$ cat config.mk
export PLATFORM = sky130hd
export DESIGN_NAME = dimmer_level_frame_builder
export DESIGN_NICKNAME = d
export VERILOG_FILES = /design/src/hw/rtl/dlfb_pkg.sv /design/src/hw/rtl/dlfb_front.sv /design/src/hw/rtl/dlfb_queue.sv /design/src/hw/rtl/dlfb_back.sv /design/src/hw/rtl/dimmer_level_frame_builder.sv
export SDC_FILE = /design/constraint.sdc
export NUM_CORES = 1
export LEC_CHECK = 0
export BUFFER_PORTS_ARGS = -buffer_cell sky130_fd_sc_hd__buf_2
export CELL_PAD_IN_SITES_DETAIL_PLACEMENT = 0
export CELL_PAD_IN_SITES_GLOBAL_PLACEMENT = 2
export CORE_MARGIN = 3
export CORE_UTILIZATION = 47
export DETAILED_ROUTE_END_ITERATION = 7
export GPL_ROUTABILITY_DRIVEN = 0
export PLACE_DENSITY = 0.9
export SYNTH_ARGS = -nofsm -noshare
export SYNTH_HDL_FRONTEND = slang
export SYNTH_SLANG_ARGS = --single-unit
export TNS_END_PERCENT = 5
$ cat constraint.sdc
create_clock -name clk_i -period 20.5 [get_ports clk_i]
set_input_delay 5.125 -clock clk_i [delete_from_list [all_inputs] [get_ports clk_i]]
set_output_delay 5.125 -clock clk_i [all_outputs]
set_load 0.05 [all_outputs]
$ cat src/hw/rtl/dlfb_pkg.sv
// ----------------------------------------------------------------------------
// Dimmer level frame builder package
// Shared types and constants of the frame builder.
// ----------------------------------------------------------------------------
package dlfb_pkg;

  localparam int unsigned LEVEL_W      = 17;
  localparam int unsigned WORD_W       = 16;
  localparam int unsigned SETUP_W      = 48;
  localparam int unsigned CHAN_W       = 4;
  localparam int unsigned RESP_W       = 4;
  localparam int unsigned CFG_IDX_W    = 2;
  localparam int unsigned QUEUE_DEPTH  = 2;
  localparam int unsigned QPTR_W       = 1;
  localparam int unsigned QCNT_W       = 2;

  localparam logic [RESP_W-1:0] LAST_RESPONDER = 4'd11;
  localparam logic [7:0]        HEADER_BASE    = 8'h40;
  localparam logic [WORD_W-1:0] FULL_SCALE_RST = 16'd36000;

  localparam logic [CFG_IDX_W-1:0] REG_FULL_SCALE = 2'd0;
  localparam logic [CFG_IDX_W-1:0] REG_SETUP_LOW  = 2'd1;
  localparam logic [CFG_IDX_W-1:0] REG_SETUP_HIGH = 2'd2;

  typedef enum logic [2:0] {
    SEL_HDR_LO,
    SEL_HDR_HI,
    SEL_WORD_LO,
    SEL_WORD_HI,
    SEL_CHK_LO,
    SEL_CHK_HI
  } byte_sel_e;

  typedef struct packed {
    logic              first;
    logic              last;
    logic [WORD_W-1:0] hdr;
    logic [WORD_W-1:0] word;
    logic [WORD_W-1:0] chk;
  } entry_t;

endpackage

$ cat src/hw/rtl/dlfb_front.sv
// ----------------------------------------------------------------------------
// Dimmer level frame builder front end
// Holds the registers, scales each level and tracks frame position and checksum.
// ----------------------------------------------------------------------------
module dlfb_front #(
  parameter int unsigned CHANNELS = 12
) (
  input  logic                            clk_i,
  input  logic                            rst_ni,
  input  logic                            cfg_valid,
  input  logic [dlfb_pkg::CFG_IDX_W-1:0]  cfg_index_i,
  input  logic [dlfb_pkg::SETUP_W-1:0]    cfg_data_i,
  input  logic                            accept_i,
  input  logic [dlfb_pkg::LEVEL_W-1:0]    level_i,
  output dlfb_pkg::entry_t                entry_o
);

  localparam int unsigned FRAME_CH = (CHANNELS < 2) ? 2 : ((CHANNELS > 12) ? 12 : CHANNELS);
  localparam logic [dlfb_pkg::CHAN_W-1:0] LAST_CHAN = dlfb_pkg::CHAN_W'(FRAME_CH - 1);

  logic [dlfb_pkg::WORD_W-1:0]  full_scale_q, full_scale_d;
  logic [dlfb_pkg::SETUP_W-1:0] setup_low_q, setup_low_d;
  logic [dlfb_pkg::SETUP_W-1:0] setup_high_q, setup_high_d;
  logic [dlfb_pkg::RESP_W-1:0]  responder_q, responder_d;
  logic [dlfb_pkg::CHAN_W-1:0]  chan_q, chan_d;
  logic [dlfb_pkg::WORD_W-1:0]  xor_q, xor_d;

  logic [dlfb_pkg::LEVEL_W+dlfb_pkg::WORD_W-1:0] product;
  logic [dlfb_pkg::LEVEL_W-1:0] scaled;
  logic [dlfb_pkg::WORD_W-1:0]  word;
  logic [2*dlfb_pkg::SETUP_W-1:0] setup_all;
  logic [dlfb_pkg::RESP_W-1:0]  resp_next;
  logic [7:0]                   setup_byte;
  logic [dlfb_pkg::WORD_W-1:0]  hdr;
  logic [dlfb_pkg::WORD_W-1:0]  chk;
  logic                         first;
  logic                         last;

  always_comb begin
    full_scale_d = full_scale_q;
    setup_low_d  = setup_low_q;
    setup_high_d = setup_high_q;
    if (cfg_valid) begin
      case (cfg_index_i)
        dlfb_pkg::REG_FULL_SCALE: full_scale_d = cfg_data_i[dlfb_pkg::WORD_W-1:0];
        dlfb_pkg::REG_SETUP_LOW:  setup_low_d  = cfg_data_i;
        dlfb_pkg::REG_SETUP_HIGH: setup_high_d = cfg_data_i;
        default: ;
      endcase
    end
  end

  assign product = level_i * full_scale_q;
  assign scaled  = product[dlfb_pkg::LEVEL_W+dlfb_pkg::WORD_W-1:dlfb_pkg::WORD_W];
  assign word    = scaled[dlfb_pkg::LEVEL_W-1] ? '1 : scaled[dlfb_pkg::WORD_W-1:0];

  assign first     = (chan_q == '0);
  assign last      = (chan_q == LAST_CHAN);
  assign resp_next = (responder_q == dlfb_pkg::LAST_RESPONDER) ? '0 : responder_q + 1'b1;
  assign setup_all = {setup_high_q, setup_low_q};
  assign setup_byte = setup_all[{resp_next, 3'b000} +: 8];
  assign hdr       = {setup_byte, dlfb_pkg::HEADER_BASE + 8'(resp_next)};
  assign chk       = (first ? hdr : xor_q) ^ word;

  always_comb begin
    responder_d = responder_q;
    chan_d      = chan_q;
    xor_d       = xor_q;
    if (accept_i) begin
      responder_d = first ? resp_next : responder_q;
      chan_d      = last ? '0 : chan_q + 1'b1;
      xor_d       = chk;
    end
  end

  assign entry_o.first = first;
  assign entry_o.last  = last;
  assign entry_o.hdr   = hdr;
  assign entry_o.word  = word;
  assign entry_o.chk   = chk;

  always_ff @(posedge clk_i or negedge rst_ni) begin
    if (!rst_ni) begin
      full_scale_q <= dlfb_pkg::FULL_SCALE_RST;
      setup_low_q  <= '0;
      setup_high_q <= '0;
      responder_q  <= '0;
      chan_q       <= '0;
      xor_q        <= '0;
    end else begin
      full_scale_q <= full_scale_d;
      setup_low_q  <= setup_low_d;
      setup_high_q <= setup_high_d;
      responder_q  <= responder_d;
      chan_q       <= chan_d;
      xor_q        <= xor_d;
    end
  end

endmodule

$ cat src/hw/rtl/dlfb_queue.sv
// ----------------------------------------------------------------------------
// Dimmer level frame builder entry queue
// A short queue of frame entries between the front end and the serializer.
// ----------------------------------------------------------------------------
module dlfb_queue (
  input  logic             clk_i,
  input  logic             rst_ni,
  input  logic             wr_i,
  input  dlfb_pkg::entry_t wr_entry_i,
  output logic             full_o,
  input  logic             rd_i,
  output logic             valid_o,
  output dlfb_pkg::entry_t rd_entry_o
);

  dlfb_pkg::entry_t mem_q [dlfb_pkg::QUEUE_DEPTH];

  logic [dlfb_pkg::QPTR_W-1:0] wr_ptr_q, wr_ptr_d;
  logic [dlfb_pkg::QPTR_W-1:0] rd_ptr_q, rd_ptr_d;
  logic [dlfb_pkg::QCNT_W-1:0] count_q, count_d;

  assign full_o     = (count_q == dlfb_pkg::QCNT_W'(dlfb_pkg::QUEUE_DEPTH));
  assign valid_o    = (count_q != '0);
  assign rd_entry_o = mem_q[rd_ptr_q];

  always_comb begin
    wr_ptr_d = wr_i ? wr_ptr_q + 1'b1 : wr_ptr_q;
    rd_ptr_d = rd_i ? rd_ptr_q + 1'b1 : rd_ptr_q;
    count_d  = count_q;
    if (wr_i && !rd_i) begin
      count_d = count_q + 1'b1;
    end else if (rd_i && !wr_i) begin
      count_d = count_q - 1'b1;
    end
  end

  always_ff @(posedge clk_i) begin
    if (wr_i) begin
      mem_q[wr_ptr_q] <= wr_entry_i;
    end
  end

  always_ff @(posedge clk_i or negedge rst_ni) begin
    if (!rst_ni) begin
      wr_ptr_q <= '0;
      rd_ptr_q <= '0;
      count_q  <= '0;
    end else begin
      wr_ptr_q <= wr_ptr_d;
      rd_ptr_q <= rd_ptr_d;
      count_q  <= count_d;
    end
  end

endmodule

$ cat src/hw/rtl/dlfb_back.sv
// ----------------------------------------------------------------------------
// Dimmer level frame builder serializer
// Walks the bytes of the head entry into the result register, low byte first.
// ----------------------------------------------------------------------------
module dlfb_back (
  input  logic             clk_i,
  input  logic             rst_ni,
  input  logic             head_valid_i,
  input  dlfb_pkg::entry_t head_i,
  output logic             deq_o,
  output logic             empty,
  input  logic             pop,
  output logic [7:0]       tx_byte_o,
  output logic             frame_last_o
);

  logic [1:0]          step_q, step_d;
  logic                out_valid_q, out_valid_d;
  logic [7:0]          byte_q, byte_d;
  logic                last_q, last_d;
  dlfb_pkg::byte_sel_e sel;
  dlfb_pkg::byte_sel_e end_sel;
  logic                load;
  logic                done;
  logic [7:0]          sel_byte;

  assign sel     = dlfb_pkg::byte_sel_e'(3'(step_q) + (head_i.first ? 3'd0 : 3'd2));
  assign end_sel = head_i.last ? dlfb_pkg::SEL_CHK_HI : dlfb_pkg::SEL_WORD_HI;
  assign done    = (sel == end_sel);
  assign load    = head_valid_i && (!out_valid_q || pop);
  assign deq_o   = load && done;

  always_comb begin
    case (sel)
      dlfb_pkg::SEL_HDR_LO:  sel_byte = head_i.hdr[7:0];
      dlfb_pkg::SEL_HDR_HI:  sel_byte = head_i.hdr[15:8];
      dlfb_pkg::SEL_WORD_LO: sel_byte = head_i.word[7:0];
      dlfb_pkg::SEL_WORD_HI: sel_byte = head_i.word[15:8];
      dlfb_pkg::SEL_CHK_LO:  sel_byte = head_i.chk[7:0];
      dlfb_pkg::SEL_CHK_HI:  sel_byte = head_i.chk[15:8];
      default:               sel_byte = '0;
    endcase
  end

  always_comb begin
    step_d      = step_q;
    byte_d      = byte_q;
    last_d      = last_q;
    out_valid_d = out_valid_q && !pop;
    if (load) begin
      step_d      = done ? 2'd0 : step_q + 2'd1;
      byte_d      = sel_byte;
      last_d      = (sel == dlfb_pkg::SEL_CHK_HI);
      out_valid_d = 1'b1;
    end
  end

  assign empty        = !out_valid_q;
  assign tx_byte_o    = byte_q;
  assign frame_last_o = last_q;

  always_ff @(posedge clk_i) begin
    byte_q <= byte_d;
    last_q <= last_d;
  end

  always_ff @(posedge clk_i or negedge rst_ni) begin
    if (!rst_ni) begin
      step_q      <= '0;
      out_valid_q <= 1'b0;
    end else begin
      step_q      <= step_d;
      out_valid_q <= out_valid_d;
    end
  end

endmodule

$ cat src/hw/rtl/dimmer_level_frame_builder.sv
// The first byte of an item goes from the entry queue into the result register and
// reaches the result ports once the result register is free.
// The result register gives one byte per cycle as long as pop is asserted; an item is
// two bytes, or four on the first and last channel of a frame.
// Reset clears frame position, responder and checksum and loads the register defaults.
// ----------------------------------------------------------------------------
// Dimmer level frame builder
// Turns channel levels into the bytes of dimmer command frames.
// ----------------------------------------------------------------------------
module dimmer_level_frame_builder #(
  parameter int unsigned CHANNELS = 12
) (
  input  logic                            clk_i,
  input  logic                            rst_ni,
  input  logic                            cfg_valid,
  output logic                            cfg_ready,
  input  logic [dlfb_pkg::CFG_IDX_W-1:0]  cfg_index_i,
  input  logic [dlfb_pkg::SETUP_W-1:0]    cfg_data_i,
  input  logic                            push,
  output logic                            full,
  input  logic [dlfb_pkg::LEVEL_W-1:0]    level_i,
  output logic                            empty,
  input  logic                            pop,
  output logic [7:0]                      tx_byte_o,
  output logic                            frame_last_o
);

  dlfb_pkg::entry_t front_entry;
  dlfb_pkg::entry_t head_entry;
  logic             accept;
  logic             head_valid;
  logic             deq;

  assign cfg_ready = 1'b1;
  assign accept    = push && !full;

  dlfb_front #(
    .CHANNELS(CHANNELS)
  ) u_front (
    .clk_i      (clk_i),
    .rst_ni     (rst_ni),
    .cfg_valid  (cfg_valid),
    .cfg_index_i(cfg_index_i),
    .cfg_data_i (cfg_data_i),
    .accept_i   (accept),
    .level_i    (level_i),
    .entry_o    (front_entry)
  );

  dlfb_queue u_queue (
    .clk_i     (clk_i),
    .rst_ni    (rst_ni),
    .wr_i      (accept),
    .wr_entry_i(front_entry),
    .full_o    (full),
    .rd_i      (deq),
    .valid_o   (head_valid),
    .rd_entry_o(head_entry)
  );

  dlfb_back u_back (
    .clk_i       (clk_i),
    .rst_ni      (rst_ni),
    .head_valid_i(head_valid),
    .head_i      (head_entry),
    .deq_o       (deq),
    .empty       (empty),
    .pop         (pop),
    .tx_byte_o   (tx_byte_o),
    .frame_last_o(frame_last_o)
  );

endmodule

After elaboration in Yosys (flattened, before gate mapping)

Memory sizes are Yosys's and may differ from the RTL's.
Index checks and enable logic that the tools add are counted.

Add/subtract/negate cells: 9
Multiply operators: 1
Equal/unequal tests: 11
Shift operators: 1
Multiplexer cells: 13
Bitwise logic cells: 1
Reductions and logical operators: 21

Operators with widths:

| kind                                                 | number |
|---|---|
| indexed part select 96 x 8 -> 8 bit                  | 1 |
| case mux 8 bit (6 select lines)                      | 1 |
| multiplier 17 x 16 -> 33 bit                         | 1 |
| 2-to-1 mux 16 bit                                    | 2 |
| bitwise XOR 16 bit                                   | 1 |
| adder 4 x 1 -> 4 bit (second input constant)         | 2 |
| adder 7 x 4 -> 8 bit (first input constant)          | 1 |
| equality test 4 bit (second input constant)          | 2 |
| 2-to-1 mux 2 bit                                     | 4 |
| 2-to-1 mux 4 bit                                     | 2 |
| AND reduction 2 bit                                  | 4 |
| equality test 3 x 2 -> 1 bit (second input constant) | 2 |
| equality test 3 bit (second input constant)          | 2 |
| logical AND 1 bit                                    | 6 |
| zero test 1 bit                                      | 5 |
| adder 2 x 1 -> 2 bit (second input constant)         | 2 |
| equality test 2 bit (second input constant)          | 2 |
| zero test 4 bit                                      | 1 |
| nonzero test 2 bit                                   | 2 |
| adder 2 x 3 -> 3 bit                                 | 1 |
| equality test 3 x 1 -> 1 bit (second input constant) | 1 |
| equality test 3 bit                                  | 1 |
| zero test 3 bit                                      | 1 |
| 2-to-1 mux 1 bit                                     | 3 |
| 6 further kinds                                      | 7 |

Register bits after elaboration: 152
RAM bits: 100
Bits of input ports: 72
Logic and storage cells: 71
Memories: 1

Memories:

| name          | words | width | rd ports | clocked after Yosys merged registers in | wr ports | line             | source |
|---|---|---|---|---|---|---|---|
| u_queue.mem_q | 2     | 50    | 1        | 0                                       | 1        | dlfb_queue.sv:16 | `dlfb_pkg::entry_t mem_q [dlfb_pkg::QUEUE_DEPTH];` |

Logic depth before layout (Yosys ltp)

An unclocked memory read counts as a cell.

Depth in word-level cells: 8
Gate-level depth with buffers: 25

Hierarchy

A second synthesis with hierarchy kept.

Cell total of the unflattened synthesis: 1,836
Area, all modules: 20,946.3 um2

Modules (own cells, without submodules):

| module                     | instances | cells each | area each (um2) | sequential area each (um2) |
|---|---|---|---|---|
| dlfb_front                 | 1         | 1,563      | 15,926.5        | 3,409.5 |
| dlfb_queue                 | 1         | 172        | 4,050.1         | 3,103.0 |
| dlfb_back                  | 1         | 98         | 944.7           | 345.3 |
| dimmer_level_frame_builder | 1         | 3          | 25.0            | 0.0 |

Worst setup path after synthesis

OpenSTA, ideal clock, no wires.

Path kind: input -> register
From: in level_i[15] in the netlist's numbering
To: reg u_front.xor_q[14] in the netlist's numbering
Arrival time: 10.792 ns
Path slack: 9.583 ns
Stages on the path: 21
Path through: clkbuf_1 > nand2_1 > fa_1 > fa_1 > inv_1 > fa_1 > fa_1 > fa_1 > inv_1 > fa_1 > inv_1 > ha_1 > and2_1 > and3_1 > a221o_1 > a41oi_2 > o21ai_2 > mux2i_1 > a211o_1 > xnor2_1 > mux2_2

RTL lines:

| element                | line                             | source |
|---|---|---|
| start: declaration     | dimmer_level_frame_builder.sv:21 | `input logic [dlfb_pkg::LEVEL_W-1:0] level_i,` |
| end signal: assignment | dlfb_front.sv:96                 | `xor_q <= xor_d;` |
| end: declaration       | dlfb_front.sv:26                 | `logic [dlfb_pkg::WORD_W-1:0] xor_q, xor_d;` |

Worst setup path in the final report

From: in level_i[7] in the netlist's numbering
To: reg u_front.xor_q[0] in the netlist's numbering

Word-level cells in the longest chain between the ends: 3

Ends and longest elaborated chain:

| element                      | line             | source |
|---|---|---|
| multiplier 17 x 16 -> 33 bit | dlfb_front.sv:53 | `assign product = level_i * full_scale_q;` |
| 2-to-1 mux 16 bit            | dlfb_front.sv:55 | `assign word = scaled[dlfb_pkg::LEVEL_W-1] ? '1 : scaled[dlfb_pkg::WORD_W-1:0];` |
| bitwise XOR 16 bit           | dlfb_front.sv:63 | `assign chk = (first ? hdr : xor_q) ^ word;` |

No other way between the ends.
A chain may end at the register's enable or synchronous reset.

==> flow_metrics.py <==
metrics = {
    "setup_path": {
        "arrival_ps": 11320,
        "critPathLaunchType": "input pin",
        "critPathRequiredTime_ps": 20920,
        "cp-end-kind": "flip-flop",
        "critPathMaxFanout": 16,
        "worstSetupPathType": "input pin to flip-flop",
    },
    "synthesis": {
        "yosysUniqueCellTypes": 70,
        "synthCells": 1758,
        "avgSynthCellArea_um2": 11.2,
        "async_flop_share": 0.586,
        "ys_top_cells_by_area": "fa_1 (21%), dfrtp_1 (18%), edfxtp_1 (15%), mux2_2 (7.0%), ha_1 (6.8%)",
        "synth_nets": 2144,
        "synth_top_area_share": 0.211,
        "synth_enable_flop_cells": 101,
        "yosysTopAreaCell": "fa_1",
        "yosysWarnings": 0,
        "syn_area_mm2": 0.0197,
        "ys_seq_area_frac": 0.337,
        "ys_ff_latch": 244,
        "ys.flop_type": "dfrtp_1",
    },
    "clock_tree": {
        "numCtsBuffers": 24,
        "cts_tree": "built",
        "path_clk_slew_ps": 60,
        "clock-sinks": 244,
        "cts-root-buf": "clkbuf_16",
        "cts_buffer_depth": 3,
        "cts_resized": 0,
        "clk_latency_ps": 520,
        "post-cts-setup-buffers": 0,
        "cts-htree-levels": 1,
        "ctsHoldBuffers": 0,
    },
    "final_layout": {
        "final_cells": 2352,
        "fillers": 3648,
        "drive_gt1_frac": 0.174,
        "diodes": 0,
        "multi_input_area_mm2": 0.0118,
        "seq_area_mm2": 0.00662,
        "stdcell_area_mm2": 0.0213,
        "finalNetCount": 2188,
        "syn2layout_area_growth_pct": 8.28,
    },
    "global_route": {
        "grt_util_met1": 0.294,
        "grt_use_total": 0.212,
        "overflow": 0,
        "top_usage_layer": "met2",
        "grt_pass1_vias": 13700,
        "grt_util_met3": 0.0287,
        "antenna_found_initial": 0,
        "global_route.usage.met2": 0.364,
        "grt_pass1_wl_um": 74600,
        "grt_max_degree": 74,
    },
    "sta": {
        "finalCritPeriodShare": 0.532,
        "drv_slew": 0,
        "rsz0062_at_grt": "false",
        "whs_ps": 500,
        "slew_headroom": 0.259,
        "finalSetupViolCount": 0,
        "period_minus_slack_ps": 10900,
        "skew_ps": 15.5,
        "fin_tns_setup_ps": 0,
        "hold_violations": 0,
        "worstMarginPinSlew_ps": 1110,
        "timing.fmax_mhz": 91.7,
    },
    "drt": {
        "drt_iter0_markers": 680,
        "routed_via_density": 5.46,
        "routed_wl_um": 46000,
        "dr.pass1.iters": 5,
        "avgRoutedWirePerCell_um": 19.6,
        "ant_nets": 0,
        "drc": 0,
        "vias": 12800,
    },
    "floorplan": {
        "start_util": 0.478,
        "dieArea_mm2": 0.0443,
        "coreArea_mm2": 0.0411,
        "die_h_um": 210,
        "rows": 74,
        "io_pins": 84,
        "die_w_um": 210,
    },
    "place": {
        "dp_hpwl_um": 34200,
        "dpl_cell_area_mm2": 0.0205,
        "placedCellCount": 2308,
        "io_buffer_count": 82,
    },
    "worst_hold_path": {
        "min_path_type": "flip-flop to flip-flop",
    },
    "run": {
        "cap_violations": 0,
    },
    "status": {
        "run_status": "complete, no violations",
    },
}
[registers in the layout (all words and copies together), names as in the netlist, 2 cells and up]
signal and flops:
u_front.responder_q 4, u_front.full_scale_q 16, u_front.xor_q 16, u_front.setup_high_q 48
u_back.tx_byte_o 8, u_front.chan_q 4, u_queue.mem_q 92, u_front.setup_low_q 48
u_back.step_q 2, u_queue.count_q 2
[logic make-up after synthesis]
logic type               synth area share
AND/OR/NAND/NOR                     0.113
buffers and inverters              0.0647
adder cells (fa/ha/maj)             0.279
flip-flops                          0.337
multiplexers                        0.130
AO/OA/AOI/OAI                      0.0608
XOR/XNOR                           0.0156
other                            0.000191
[synthesized netlist by cell type, drive strengths merged (10+ instances only)]
master  instances
nand3          16
nand2         211
mux4           28
nor3           13
xnor2          16
clkbuf         64
nor2           48
ha            107
o21ai          39
o22ai          14
xor2           19
mux2i          52
and2          124
dfrtp         138
buf            14
a21o           10
a21oi          42
fa            207
inv           254
edfxtp        101
mux2          125
[per-layer routing]
layer | up-vias | wire length, µm
met1 | 6638 | 20500
met5 | - | 0
li1 | 5890 | -
met4 | 0 | 946
met3 | 60 | 1860
met2 | 255 | 22700
[layout by cell type, fill, tap and decap left out, types with 7 or more instances in the layout]
cell type  count
a21o_1        10
a21oi_1       41
and2_1       124
and3_1         8
buf_2         81
buf_4         14
clkbuf_1       9
clkbuf_16     25
dfrtp_1      137
edfxtp_1     101
fa_1         207
ha_1         107
inv_1        254
mux2_2       122
mux2i_1       52
mux4_2        28
nand2_1      211
nand3_1       16
nor2_1        47
o211ai_1       9
o21ai_0       31
o21ai_1        7
o22ai_1       13
xnor2_1       16
xor2_1        19
[layout make-up]
class	instances	share of cell area
Clock buffer	37	0.0329
Clock inverter	7	0.00200
Inverter	254	0.0448
Multi-Input combinational cell	1182	0.553
Sequential cell	244	0.311
Tap cell	532	0.0313
Timing Repair Buffer	96	0.0245
[per-stage QoR]
step,utilization,setup WS [ps]
finish,0.518,9600
global route,0.518,9260
CTS,0.518,9560
detailed placement,0.500,9040
global placement,0.500,9100
floorplan,-,9580
[path summary, 6_finish.rpt]
check	startpoint	to	slack [ps]	cells past startpoint
min in group asynchronous	rst_ni	u_front.setup_low_q[21]	4600	1
hold / removal	u_front.setup_high_q[12]	u_front.setup_high_q[12]	500	1
hold reg to reg	u_front.setup_high_q[12]	u_front.setup_high_q[12]	500	1
setup / recovery	level_i[7]	u_front.xor_q[0]	9600	24
setup reg to reg	u_front.full_scale_q[9]	u_front.xor_q[0]	13430	23
max in group asynchronous	rst_ni	u_queue.rd_ptr_q	14410	2
[worst max-delay path: stages]
cell      delay, ps
buf_2           270
nand2_1         150
fa_1            570
inv_1            60
fa_1            490
inv_1            60
fa_1            530
inv_1            50
fa_1            390
fa_1            520
inv_1            50
fa_1            470
inv_1            40
ha_1            360
a211oi_1        340
o31ai_2         140
o22ai_2         170
a21oi_2          80
nor2b_2         250
o22ai_1         130
buf_4           230
nor3_2          380
mux2_1          360
o211ai_1        100
Power is not shown: default switching activity piles up to over one toggle a cycle in this logic, so the estimate is an artifact.
